<file path="config.mk">
export PLATFORM = sky130hd
export DESIGN_NAME = fpa_to_fixed
export DESIGN_NICKNAME = d
export VERILOG_FILES = /design/src/hdl/fpa_pkg.sv /design/src/hdl/fpa_to_fixed.sv
export SDC_FILE = /design/constraint.sdc
export NUM_CORES = 1
export LEC_CHECK = 0
export BUFFER_PORTS_ARGS = -buffer_cell sky130_fd_sc_hd__buf_2
export CAP_MARGIN = 5
export CORE_UTILIZATION = 40
export DETAILED_ROUTE_END_ITERATION = 7
export PLACE_DENSITY = 0.62
export REMOVE_ABC_BUFFERS = 1
export SYNTH_ARGS = -nofsm -noshare
export SYNTH_HDL_FRONTEND = slang
export SYNTH_SLANG_ARGS = --single-unit
</file>
<file path="constraint.sdc">
create_clock -name vclk -period 6.4
set_clock_uncertainty 0.1 [all_clocks]
set_input_delay 0.64 -clock vclk [all_inputs]
set_output_delay 0.64 -clock vclk [all_outputs]
set_load 0.01 [all_outputs]
</file>
<file path="src/hdl/fpa_pkg.sv">
// types and codes of the fixed point float alu
package fpa_pkg;

  localparam logic [2:0] ACT_ADD = 3'd0;
  localparam logic [2:0] ACT_SUB = 3'd1;
  localparam logic [2:0] ACT_MUL = 3'd2;
  localparam logic [2:0] ACT_DIV = 3'd3;
  localparam logic [2:0] ACT_X2F = 3'd4;
  localparam logic [2:0] ACT_F2X = 3'd5;

  typedef struct packed {
    logic [2:0]  action;
    logic [31:0] operand_a;
    logic [31:0] operand_b;
  } in_item_t;

  typedef struct packed {
    logic [63:0] result;
    logic        divide_by_zero;
    logic        conversion_clamped;
  } out_item_t;

  // what travels beside the divider state
  typedef struct packed {
    logic [2:0]  action;
    logic [63:0] res;
    logic        dz;
    logic        clamp;
    logic [31:0] divisor;
  } carry_t;

endpackage

</file>
<file path="src/hdl/fpa_to_fixed.sv">
// float32 to unsigned fixed point conversion with clamping
module fpa_to_fixed import fpa_pkg::*; #(
  parameter int FRAC_BITS = 16
) (
  input  logic [31:0] bits,
  output logic [31:0] val,
  output logic        clamped
);

  logic        sign;
  logic [7:0]  ex;
  logic [22:0] man;
  logic [23:0] m;
  logic [7:0]  ex_eff;
  logic [9:0]  ee;
  logic [9:0]  sh;
  logic [63:0] v;
  logic [31:0] mag;
  logic        big;
  logic        nan;

  always_comb begin
    sign   = bits[31];
    ex     = bits[30:23];
    man    = bits[22:0];
    m      = (ex == 8'd0) ? {1'b0, man} : {1'b1, man};
    ex_eff = (ex == 8'd0) ? 8'd1 : ex;
    ee     = 10'({2'b00, ex_eff}) - 10'd150 + 10'(FRAC_BITS);
    sh     = 10'd0 - ee;
    v      = {40'd0, m} << ee[4:0];
    nan    = 1'b0;
    big    = 1'b0;
    mag    = 32'd0;
    if (ex == 8'hFF) begin
      nan = (man != 23'd0);
      big = (man == 23'd0);
      mag = 32'hFFFF_FFFF;
    end else if (m == 24'd0) begin
      mag = 32'd0;
    end else if (!ee[9]) begin
      if (ee[8:5] != 4'd0 || v[63:32] != 32'd0) begin
        big = 1'b1;
        mag = 32'hFFFF_FFFF;
      end else begin
        mag = v[31:0];
      end
    end else begin
      mag = (sh[9:5] != 5'd0) ? 32'd0 : 32'({8'd0, m} >> sh[4:0]);
    end
    if (nan) begin
      val     = 32'd0;
      clamped = 1'b1;
    end else if (sign) begin
      val     = 32'd0;
      clamped = big || (mag != 32'd0);
    end else begin
      val     = mag;
      clamped = big;
    end
  end

endmodule

</file>
Word-level counts from Yosys, hierarchy flattened. Index checks and enable logic that the tools add are counted.

Input bits: 32. Output and inout port bits: 33. Memory bits (writable): 0. Bits in read-only memories: 0. Logic and storage cells: 32. Bits in registers: 0. Memories kept: 0. Latch bits: 0.

Reductions and logical operators: 10. Bitwise operators: 0. Shifts and indexed selects: 2. Add/sub/neg operators: 3. Eq/ne operators: 1. Multipliers: 0. Div/mod/pow operators: 0. Muxes and demuxes: 16. Order comparisons: 0.

Operator list (number): $mux W32 (7); $reduce_bool A32 Y1 (2); $shl A24 B5 Y64 (1); $shr A24 B5 Y32 (1); $logic_not A24 Y1 (1); $mux W24 (1); $logic_not A23 Y1 (1); $reduce_bool A23 Y1 (1); $add A9 B6 Y10 const B (1); $sub A1 B10 Y10 const A (1); $sub A8 B8 Y9 const B (1); $eq A8 B8 Y1 const B (1); $logic_not A8 Y1 (1); $mux W8 (1); $mux W1 (7); $reduce_bool A5 Y1 (1); $reduce_bool A4 Y1 (1); $logic_or A1 B1 Y1 (2).

Logic depth before layout (Yosys ltp).
Depth in word-level cells: 15. Mapped depth: 16. Mapped depth without buffers: 14.

Worst setup path after synthesis. Ideal clock, no wire load.

Path kind: input to output. From: input port bits[27]. To: output port clamped. Buffers on the path: 1. Data arrival time: 4.662 ns. Data required time: 5.660 ns. Cell stages on the path: 15. Slack: 0.998 ns. Path through: clkbuf_1 -> inv_1 -> xnor2_1 -> inv_1 -> ha_1 -> xnor2_1 -> nor2b_1 -> mux2i_1 -> or3_1 -> nor3_1 -> a21oi_1 -> a211o_1 -> or4b_1 -> nor4_1 -> a41oi_1.

Longest elaborated chain between the ends: 15. Elaborated cells between the ends (all ways): 28. Classes of those cells: 3 x add/sub; 1 x eq/ne; 2 x shift; 14 x mux; 8 x reduce/logical.

RTL lines: from (decl) (line fpa_to_fixed.sv:5) `input logic [31:0] bits,`; branches (longest 14 deep; another with $add A9 B6 Y10); $mux W1 * (line fpa_to_fixed.sv:50) `if (nan) begin`; to (decl) (line fpa_to_fixed.sv:7) `output logic clamped`.

Mark *: on every way between the ends.

Final worst setup path. Same ends and word-level chain as after synthesis.

==> results.toml <==
[placement]
place_congestion = 1.04
io_buffer_count = 65
placed_area_mm2 = 0.00568
place.detailed.hpwl_um = 20700

[grt]
antenna_found_initial = 0
grt_overflow = 0
grt_pass1_wl_um = 42000
grt_max_degree = 82
grt_pass1_vias = 6728
grt_usage_pct = 41.1

[drt]
ant_nets = 0
wirelength_um = 28200
wl_per_cell_um = 27.5
vias_per_cell = 7.45
first_pass_iters = 7
drcViolationCount = 0
first_iter_violations = 1282
num_vias = 7616

[floorplanning]
fp-row-count = 41
die_h_um = 117
dieArea_mm2 = 0.0137
core_mm2 = 0.0127
initial_core_util_pct = 41.5
die_width_um = 117
io_pins = 65

[cells_and_area]
fill_cells = 1446
final_common_cell = "nor2_1"
nFlopsAndLatches = 0
drive_gt1_share_pct = 16.6
nClkBuffers = 0
final_area_mm2 = 0.00568
multi_input_area_mm2 = 0.00479
layout_common_cells = "nor2_1, nand2_1, buf_2, o21ai_0, a21oi_1"
seq_area_um2 = 0
postLayoutCoreUtil_pct = 44.7
syn2layout_area_growth_pct = 7.73
fin_nets = 885

[timing]
finalSetupViolCount = 0
period_minus_slack_ns = 5.75
min_period_over_period_pct = 89.8
rsz0062_at_grt = "false"
worst_pin_slew_ns = 1.31
relSlewSlack_pct = 11.6
maxSlewViolCount = 0
fmax_mhz = 174
hold_viol = 0
fin_setup_tns_ns = 0

[cts]
cts-resized-gates = 0
post_cts_hold_buffer_count = 0
cts_setup_buffers = 0

[critical_path]
crit_top_cell = "buf_2"
crit_path_end_kind = "output pin"
critical_path_required_ns = 5.66
crit_start = "bits[27]"
max_stage_delay_ns = 0.76
crit_arrival_ns = 5.01
critical_path_class = "in -> out"
startpoint_type = "input pin"
critPathSlowestCell = "or4_4"
path_max_fanout = 23
crit_chain = "buf_2, or4_4, o21ai_2, mux2i_1, o22ai_1, mux2_2, or3_1, a211o_1, or4b_1, nor4_1, a41oi_1, buf_2"
crit_family = "simple AND/OR/NAND/NOR gates"
critPathBufInv = 2

[logic_synthesis]
synth_area_mm2 = 0.00528
ys_warn_count = 0
syn_avg_cell_area_um2 = 6.22
synth_cells = 848
yosysSeqAreaShare_pct = 0
synth_cell_types = 79

[hold_path]
hold_class = "in -> out"
min_from = "bits[31]"

[job]
maxCapViolCount = 0

[outcome]
outcome = "finished, final reports clean"
## layout make-up
| type | instances | area share (%) |
|---|---|---|
| antenna | 1 | 0.0440 |
| inverter | 14 | 0.925 |
| multi-input combinational | 732 | 84.2 |
| tap | 172 | 3.79 |
| timing repair buffer | 103 | 11.0 |
## Yosys cell counts, types with 13 or more instances
cell type	n	area [um2]
buf_1	14	52.6
o221ai_1	15	131
o22ai_1	20	125
mux2i_1	45	450
o21ai_0	58	290
inv_1	13	48.8
buf_2	14	70.1
a31oi_1	20	125
nor2_1	89	334
o211ai_1	17	128
a21oi_1	57	285
clkbuf_1	68	255
nand2_1	82	308
nor2b_1	20	125
nor3_1	33	165
a211oi_1	25	188
nand3_1	16	80.1
nand2b_1	18	113
## layer usage
layer	track usage (%)	wire [um]	up-vias	part of all wire (%)
met2	59.7	11600	676	41
met4	20.6	1710	0	6.1
met1	56.7	10600	3528	38
met5	0	0	-	0
met3	9.42	4140	140	15
li1	-	-	3272	-
## kinds of logic (layout without fill, tap and decap cells)
family | Yosys count | after routing | synth area share (%)
AOI/OAI and AO/OA | 332 | 332 | 43.4
xor gates and xnor gates | 9 | 9 | 1.76
adders and majority gates | 3 | 3 | 0.664
buffers and inverters | 116 | 117 | 9.32
muxes | 65 | 65 | 14.5
other | 0 | 1 | 0
and+or+nand+nor | 323 | 323 | 30.4
## stage by stage
step	cells	worst slack [ns]	hold WS (ns)
3_3_place_gp	1021	0.795	1.59
3_5_place_dp	1021	0.783	1.58
5_1_grt	1021	0.413	1.63
2_1_floorplan	746	0.510	1.31
4_1_cts	1021	0.748	1.58
6_report	1022	0.651	1.59
## worst paths after layout
| check | depth (start not counted) | to |
|---|---|---|
| worst max-delay path | 12 | clamped |
| worst min-delay path | 4 | clamped |
