[config.mk]
export PLATFORM = sky130hd
export DESIGN_NAME = fpa_div_stage
export DESIGN_NICKNAME = d
export VERILOG_FILES = /design/src/hdl/fpa_pkg.sv /design/src/hdl/fpa_div_stage.sv
export SDC_FILE = /design/constraint.sdc
export NUM_CORES = 1
export LEC_CHECK = 0
export ABC_AREA = 0
export BUFFER_PORTS_ARGS = -buffer_cell sky130_fd_sc_hd__buf_2
export CAP_MARGIN = 30
export CELL_PAD_IN_SITES_DETAIL_PLACEMENT = 1
export CELL_PAD_IN_SITES_GLOBAL_PLACEMENT = 1
export CORE_AREA = 2 2 178 180
export DETAILED_ROUTE_END_ITERATION = 8
export DIE_AREA = 0 0 180 182
export PLACE_DENSITY_LB_ADDON = 0.25
export SLEW_MARGIN = 20
export SYNTH_ARGS = -nofsm -noshare
export SYNTH_HDL_FRONTEND = slang
export SYNTH_SLANG_ARGS = --single-unit
[constraint.sdc]
create_clock -name clk -period 5.15 [get_ports clk]
set_clock_uncertainty 0.2 [all_clocks]
set_input_delay 0.2575 -clock clk [delete_from_list [all_inputs] [get_ports clk]]
set_output_delay 0.2575 -clock clk [all_outputs]
set_load 0.02 [all_outputs]
[src/hdl/fpa_pkg.sv]
// types and codes of the fixed point float alu
package fpa_pkg;

  localparam logic [2:0] ACT_ADD = 3'd0;
  localparam logic [2:0] ACT_SUB = 3'd1;
  localparam logic [2:0] ACT_MUL = 3'd2;
  localparam logic [2:0] ACT_DIV = 3'd3;
  localparam logic [2:0] ACT_X2F = 3'd4;
  localparam logic [2:0] ACT_F2X = 3'd5;

  typedef struct packed {
    logic [2:0]  action;
    logic [31:0] operand_a;
    logic [31:0] operand_b;
  } in_item_t;

  typedef struct packed {
    logic [63:0] result;
    logic        divide_by_zero;
    logic        conversion_clamped;
  } out_item_t;

  // what travels beside the divider state
  typedef struct packed {
    logic [2:0]  action;
    logic [63:0] res;
    logic        dz;
    logic        clamp;
    logic [31:0] divisor;
  } carry_t;

endpackage

[src/hdl/fpa_div_stage.sv]
// one registered restoring divider step, one quotient bit
module fpa_div_stage import fpa_pkg::*; #(
  parameter int DW = 48
) (
  input  logic          clk,
  input  logic          rst,
  input  logic          en,
  input  logic          v_in,
  input  carry_t        c_in,
  input  logic [31:0]   rem_in,
  input  logic [DW-1:0] num_in,
  input  logic [DW-1:0] q_in,
  output logic          v_out,
  output carry_t        c_out,
  output logic [31:0]   rem_out,
  output logic [DW-1:0] num_out,
  output logic [DW-1:0] q_out
);

  logic [32:0] t;
  logic [32:0] diff;
  logic        ge;

  always_comb begin
    t    = {rem_in, num_in[DW-1]};
    ge   = (t >= {1'b0, c_in.divisor});
    diff = t - {1'b0, c_in.divisor};
  end

  always_ff @(posedge clk) begin
    if (rst) begin
      v_out <= 1'b0;
    end else if (en) begin
      v_out <= v_in;
    end
    if (en) begin
      c_out   <= c_in;
      rem_out <= ge ? diff[31:0] : t[31:0];
      num_out <= num_in << 1;
      q_out   <= {q_in[DW-2:0], ge};
    end
  end

endmodule

# Word-level counts from Yosys, hierarchy flattened
# Index checks and enable logic that the tools add are counted.
dict set report classes {
  mux 1
  magnitude_cmp 1
  n_addsub 1
}
# operator n
set op_table {}
lappend op_table {{33-bit by 32-bit >= comparator with 1-bit output} 1}
lappend op_table {{32-bit two-way mux} 1}
lappend op_table {{32-bit subtractor} 1}
dict set report word_totals {
  register_bits 229
  input_bits 233
}

# Depth between registers and ports, before layout
dict set report depth {
  depth_word 2
  depth_mapped 13
}

# Worst setup path after synthesis
# OpenSTA, ideal clock, no wires.
dict set report synth_timing {
  kind {input -> register}
  from {input c_in[7] (netlist bit)}
  to {register rem_out[13], data pin}
  path_slack_ps 1917
  n_path_buf 2
  required_ps 4688
  arrival_time_ps 2771
  stages 12
  path_cell_list {inv_1 > ha_1 > buf_2 > nand4_1 > or4_1 > a21oi_1 > nor3_1 > a211oi_2 > o21ai_2 > o31ai_4 > buf_4 > mux2_1}
}
dict set report synth_via {
  elab_chain_len 2
}
# element line_no
set synth_lines {}
lappend synth_lines {{start, declared} fpa_div_stage.sv:9} ;# input carry_t c_in,
lappend synth_lines {{32-bit subtractor / 33-bit by 32-bit >= comparator with 1-bit output (equally long branches)} {fpa_div_stage.sv:27, fpa_div_stage.sv:26}}
lappend synth_lines {{32-bit two-way mux (*)} fpa_div_stage.sv:38} ;# rem_out <= ge ? diff[31:0] : t[31:0];
lappend synth_lines {{end signal, assigned} fpa_div_stage.sv:38}
lappend synth_lines {{end, declared} fpa_div_stage.sv:15} ;# output logic [31:0] rem_out,
# Every way passes the cells marked *; elsewhere a longest branch is shown, timed or not.
# A chain may end at the register's enable or synchronous reset.

# Final worst setup path
dict set report layout_timing {
  from {input c_in[15] (netlist bit)}
  to {register rem_out[29], data pin}
}
# Same word-level chain as after synthesis.

==> metrics.cfg <==
[layout]
drive_above_1_share_pct=39.3
fin_util_pct=48.3
area_growth_pct=64.4
nFillCells=3330
fin_cells=1703
multi_input_area_sq_mm=0.00199
nNetsFinal=1547
seqCellArea_sq_mm=0.00687

[clock_network]
ctsRootBufferMaster=clkbuf_16
clock_latency_ps=510
cts.sinks=229
htree_levels=1
path_clk_slew_ps=60
post_cts_buffers=0
cts.path.max_buffers=3
numCtsBuffers=26
cts_tree=yes

[global_route]
grt_pass1_wl_mm=51.6
grt_max_degree=94
antenna_found_initial=3
grt-ovfl-total=0
grt_pass1_vias=8550
grtUsageTotal_pct=20.4

[logic_synthesis]
synth_seq_cells=229
synth_edf_count=228
ys.flop_type=edfxtp_1
synth_cells=578
syn_avg_cell_area_sq_um=15.7
ys_seq_area_share_pct=75.4
yosysUniqueCellTypes=50
syn_nets=844
async_reset_ff_share_pct=0
syn_area_sq_mm=0.00910
yosys_warnings=0

[sta]
setup_viol=0
setup_tns_ps=0
fin_crit_ps=4080
rsz0062_at_grt=no
fmax_ghz=0.245
final.setup.worst_slack_ps=1070
hold_viol_final=0
finalCritPeriodShare_pct=79.3
tightest_slew_ps=788
slew_headroom_pct=47.4
final-max-slew-violation-count=0

[route]
drtIter0Drc=314
routed_wl_mm=34.4
dr.pass1.iters=4
drc=0
drtAntennaViolNets=0
avgViaCountPerCell=4.54
wire_per_inst_um=20.2
vias=7729

[critical_path]
critical_path_class=primary input to flop
cp-end-kind=flop
crit_fanout=26
reg2reg_setup_slack_ps=3790
cp_slowest_cell=dlygate4sd3_1
cp.required_ps=5220
crit_chain=dlygate4sd3_1, buf_2, inv_1, ha_1, nand4_1, or4_1, a21oi_1, nor3_1, a211oi_2, o21ai_2, o31ai_4, buf_4, o22ai_1, dlygate4sd3_1
critPathMaxStageDelay_ps=570
critPathMostFrequentCell=dlygate4sd3_1
crit_path_start_kind=primary input
cp.arrival_ps=4160

[floorplan]
start_util_pct=29.4
row_count=65
dieHeight_um=182
coreArea_sq_mm=0.0310
num_io_pins=463
die-area_sq_mm=0.0328
die_w_um=180

[run]
cap_violations=0

[power_and_ir_drop]
leakagePower_uw=0.00647
peakVddDrop_uv=278
powerDensity_mw_per_mm2=338

[place]
dp_hpwl_mm=22.9
port_buffers=460
dp_cells=1425
place_ws_ps=1240
gp_congestion=0.788

[hold_path]
hold_class=primary input to flop

[run_status]
outcome=finished, final reports clean

-- power breakdown --
part,switching [uW],total (uW),internal (uW)
logic,592,1010,413
clock network,749,1750,1000
registers,47.5,2300,2250
total,1390,5050,3660
-- stage by stage --
| stage | area, sq um | hold slack, ps | power [uW] |
|---|---|---|---|
| 2_1_floorplan | 9100 | 130 | 2800 |
| 3_3_place_gp | 11900 | 217 | 3160 |
| 3_5_place_dp | 11900 | 228 | 3180 |
| 4_1_cts | 15000 | 44.7 | 5080 |
| 5_1_grt | 15000 | 25.0 | 5270 |
| 6_report | 15000 | 11.5 | 5050 |
-- layout by cell type (no fill, tap or decap), types with 4 or more instances in the layout --
cell,Yosys,final
nand3_1,8,8
a21o_1,12,12
clkbuf_16,0,27
ha_1,32,32
clkinv_1,0,4
nor4_1,4,4
nor2_1,36,36
a21oi_1,56,56
nand4_1,8,8
mux2_2,6,6
nand2_1,26,26
dlygate4sd3_1,0,230
xor2_1,12,12
o211ai_1,4,4
o21a_1,6,6
a31oi_1,5,5
edfxtp_1,228,228
buf_2,8,459
clkbuf_1,6,5
mux2_1,4,4
o21ai_0,16,16
inv_1,38,38
xnor2_1,15,15
clkinv_2,0,5
-- state kept, by name, indices dropped and copies added (netlist names) --
signal	cells
v_out	1
c_out	101
q_out	48
num_out	47
rem_out	32
-- critical path: cells and delay by family --
family,cells,cell delay [ps]
and+or+nand+nor,3,850
buffers and inverters,5,1610
AOI/OAI and AO/OA,5,1000
adders and majority gates,1,430
-- per-layer routing --
metal	up-vias	share of wire [%]	global-route usage, %
met3	78	7.3	6.04
met4	0	3.9	7.58
met1	3746	35	21.3
met5	-	0	0
li1	3581	-	-
met2	324	53	38.4
-- layout make-up --
type	instances	area share, %
multi-input combinational	292	13.3
antenna	3	0.0502
sequential	229	45.9
inverter	38	0.954
clock buffer	32	4.64
timing repair buffer	694	31.1
tap	402	3.36
clock inverter	13	0.619
-- path summary, 6_finish.rpt --
kind                           start               endpoint  depth (start not counted)
hold reg to reg   v_out$_SDFFE_PP0P_     v_out$_SDFFE_PP0P_                          3
setup reg to reg  v_out$_SDFFE_PP0P_     v_out$_SDFFE_PP0P_                          3
setup / recovery            c_in[15]  rem_out[29]$_DFFE_PP_                         14
hold / removal                    en    c_out[30]$_DFFE_PP_                          1
-- synthesized netlist by cell type (5+ instances only) --
| library cell | number | area share (%) |
|---|---|---|
| o21ai_0 | 16 | 0.88 |
| a21o_1 | 12 | 0.99 |
| a31oi_1 | 5 | 0.34 |
| nand3_1 | 8 | 0.44 |
| nor2_1 | 36 | 1.5 |
| edfxtp_1 | 228 | 75 |
| mux2_2 | 6 | 0.74 |
| o21a_1 | 6 | 0.49 |
| a21oi_1 | 56 | 3.1 |
| inv_1 | 38 | 1.6 |
| nand4_1 | 8 | 0.55 |
| nand2_1 | 26 | 1.1 |
| buf_2 | 8 | 0.44 |
| ha_1 | 32 | 4.4 |
| clkbuf_1 | 6 | 0.25 |
| xor2_1 | 12 | 1.2 |
| xnor2_1 | 15 | 1.4 |
-- logic make-up (layout without fill, tap and decap cells) --
group | count (synthesis) | count (layout) | synth area share, %
compound gates | 119 | 119 | 8.04
xor+xnor | 27 | 27 | 2.60
fa+ha+maj | 33 | 33 | 4.62
buf+inv | 57 | 777 | 2.64
flops | 229 | 229 | 75.4
mux | 12 | 12 | 1.46
other cells | 1 | 4 | 0.0412
simple gates | 100 | 100 | 5.16
-- timing repair --
| action | in CTS | in global routing |
|---|---|---|
| resized for setup | 0 | 0 |
| endpoints found under the hold margin | 228 | 0 |
| hold buffers | 230 | 0 |
(Power assumes the default switching activity.)
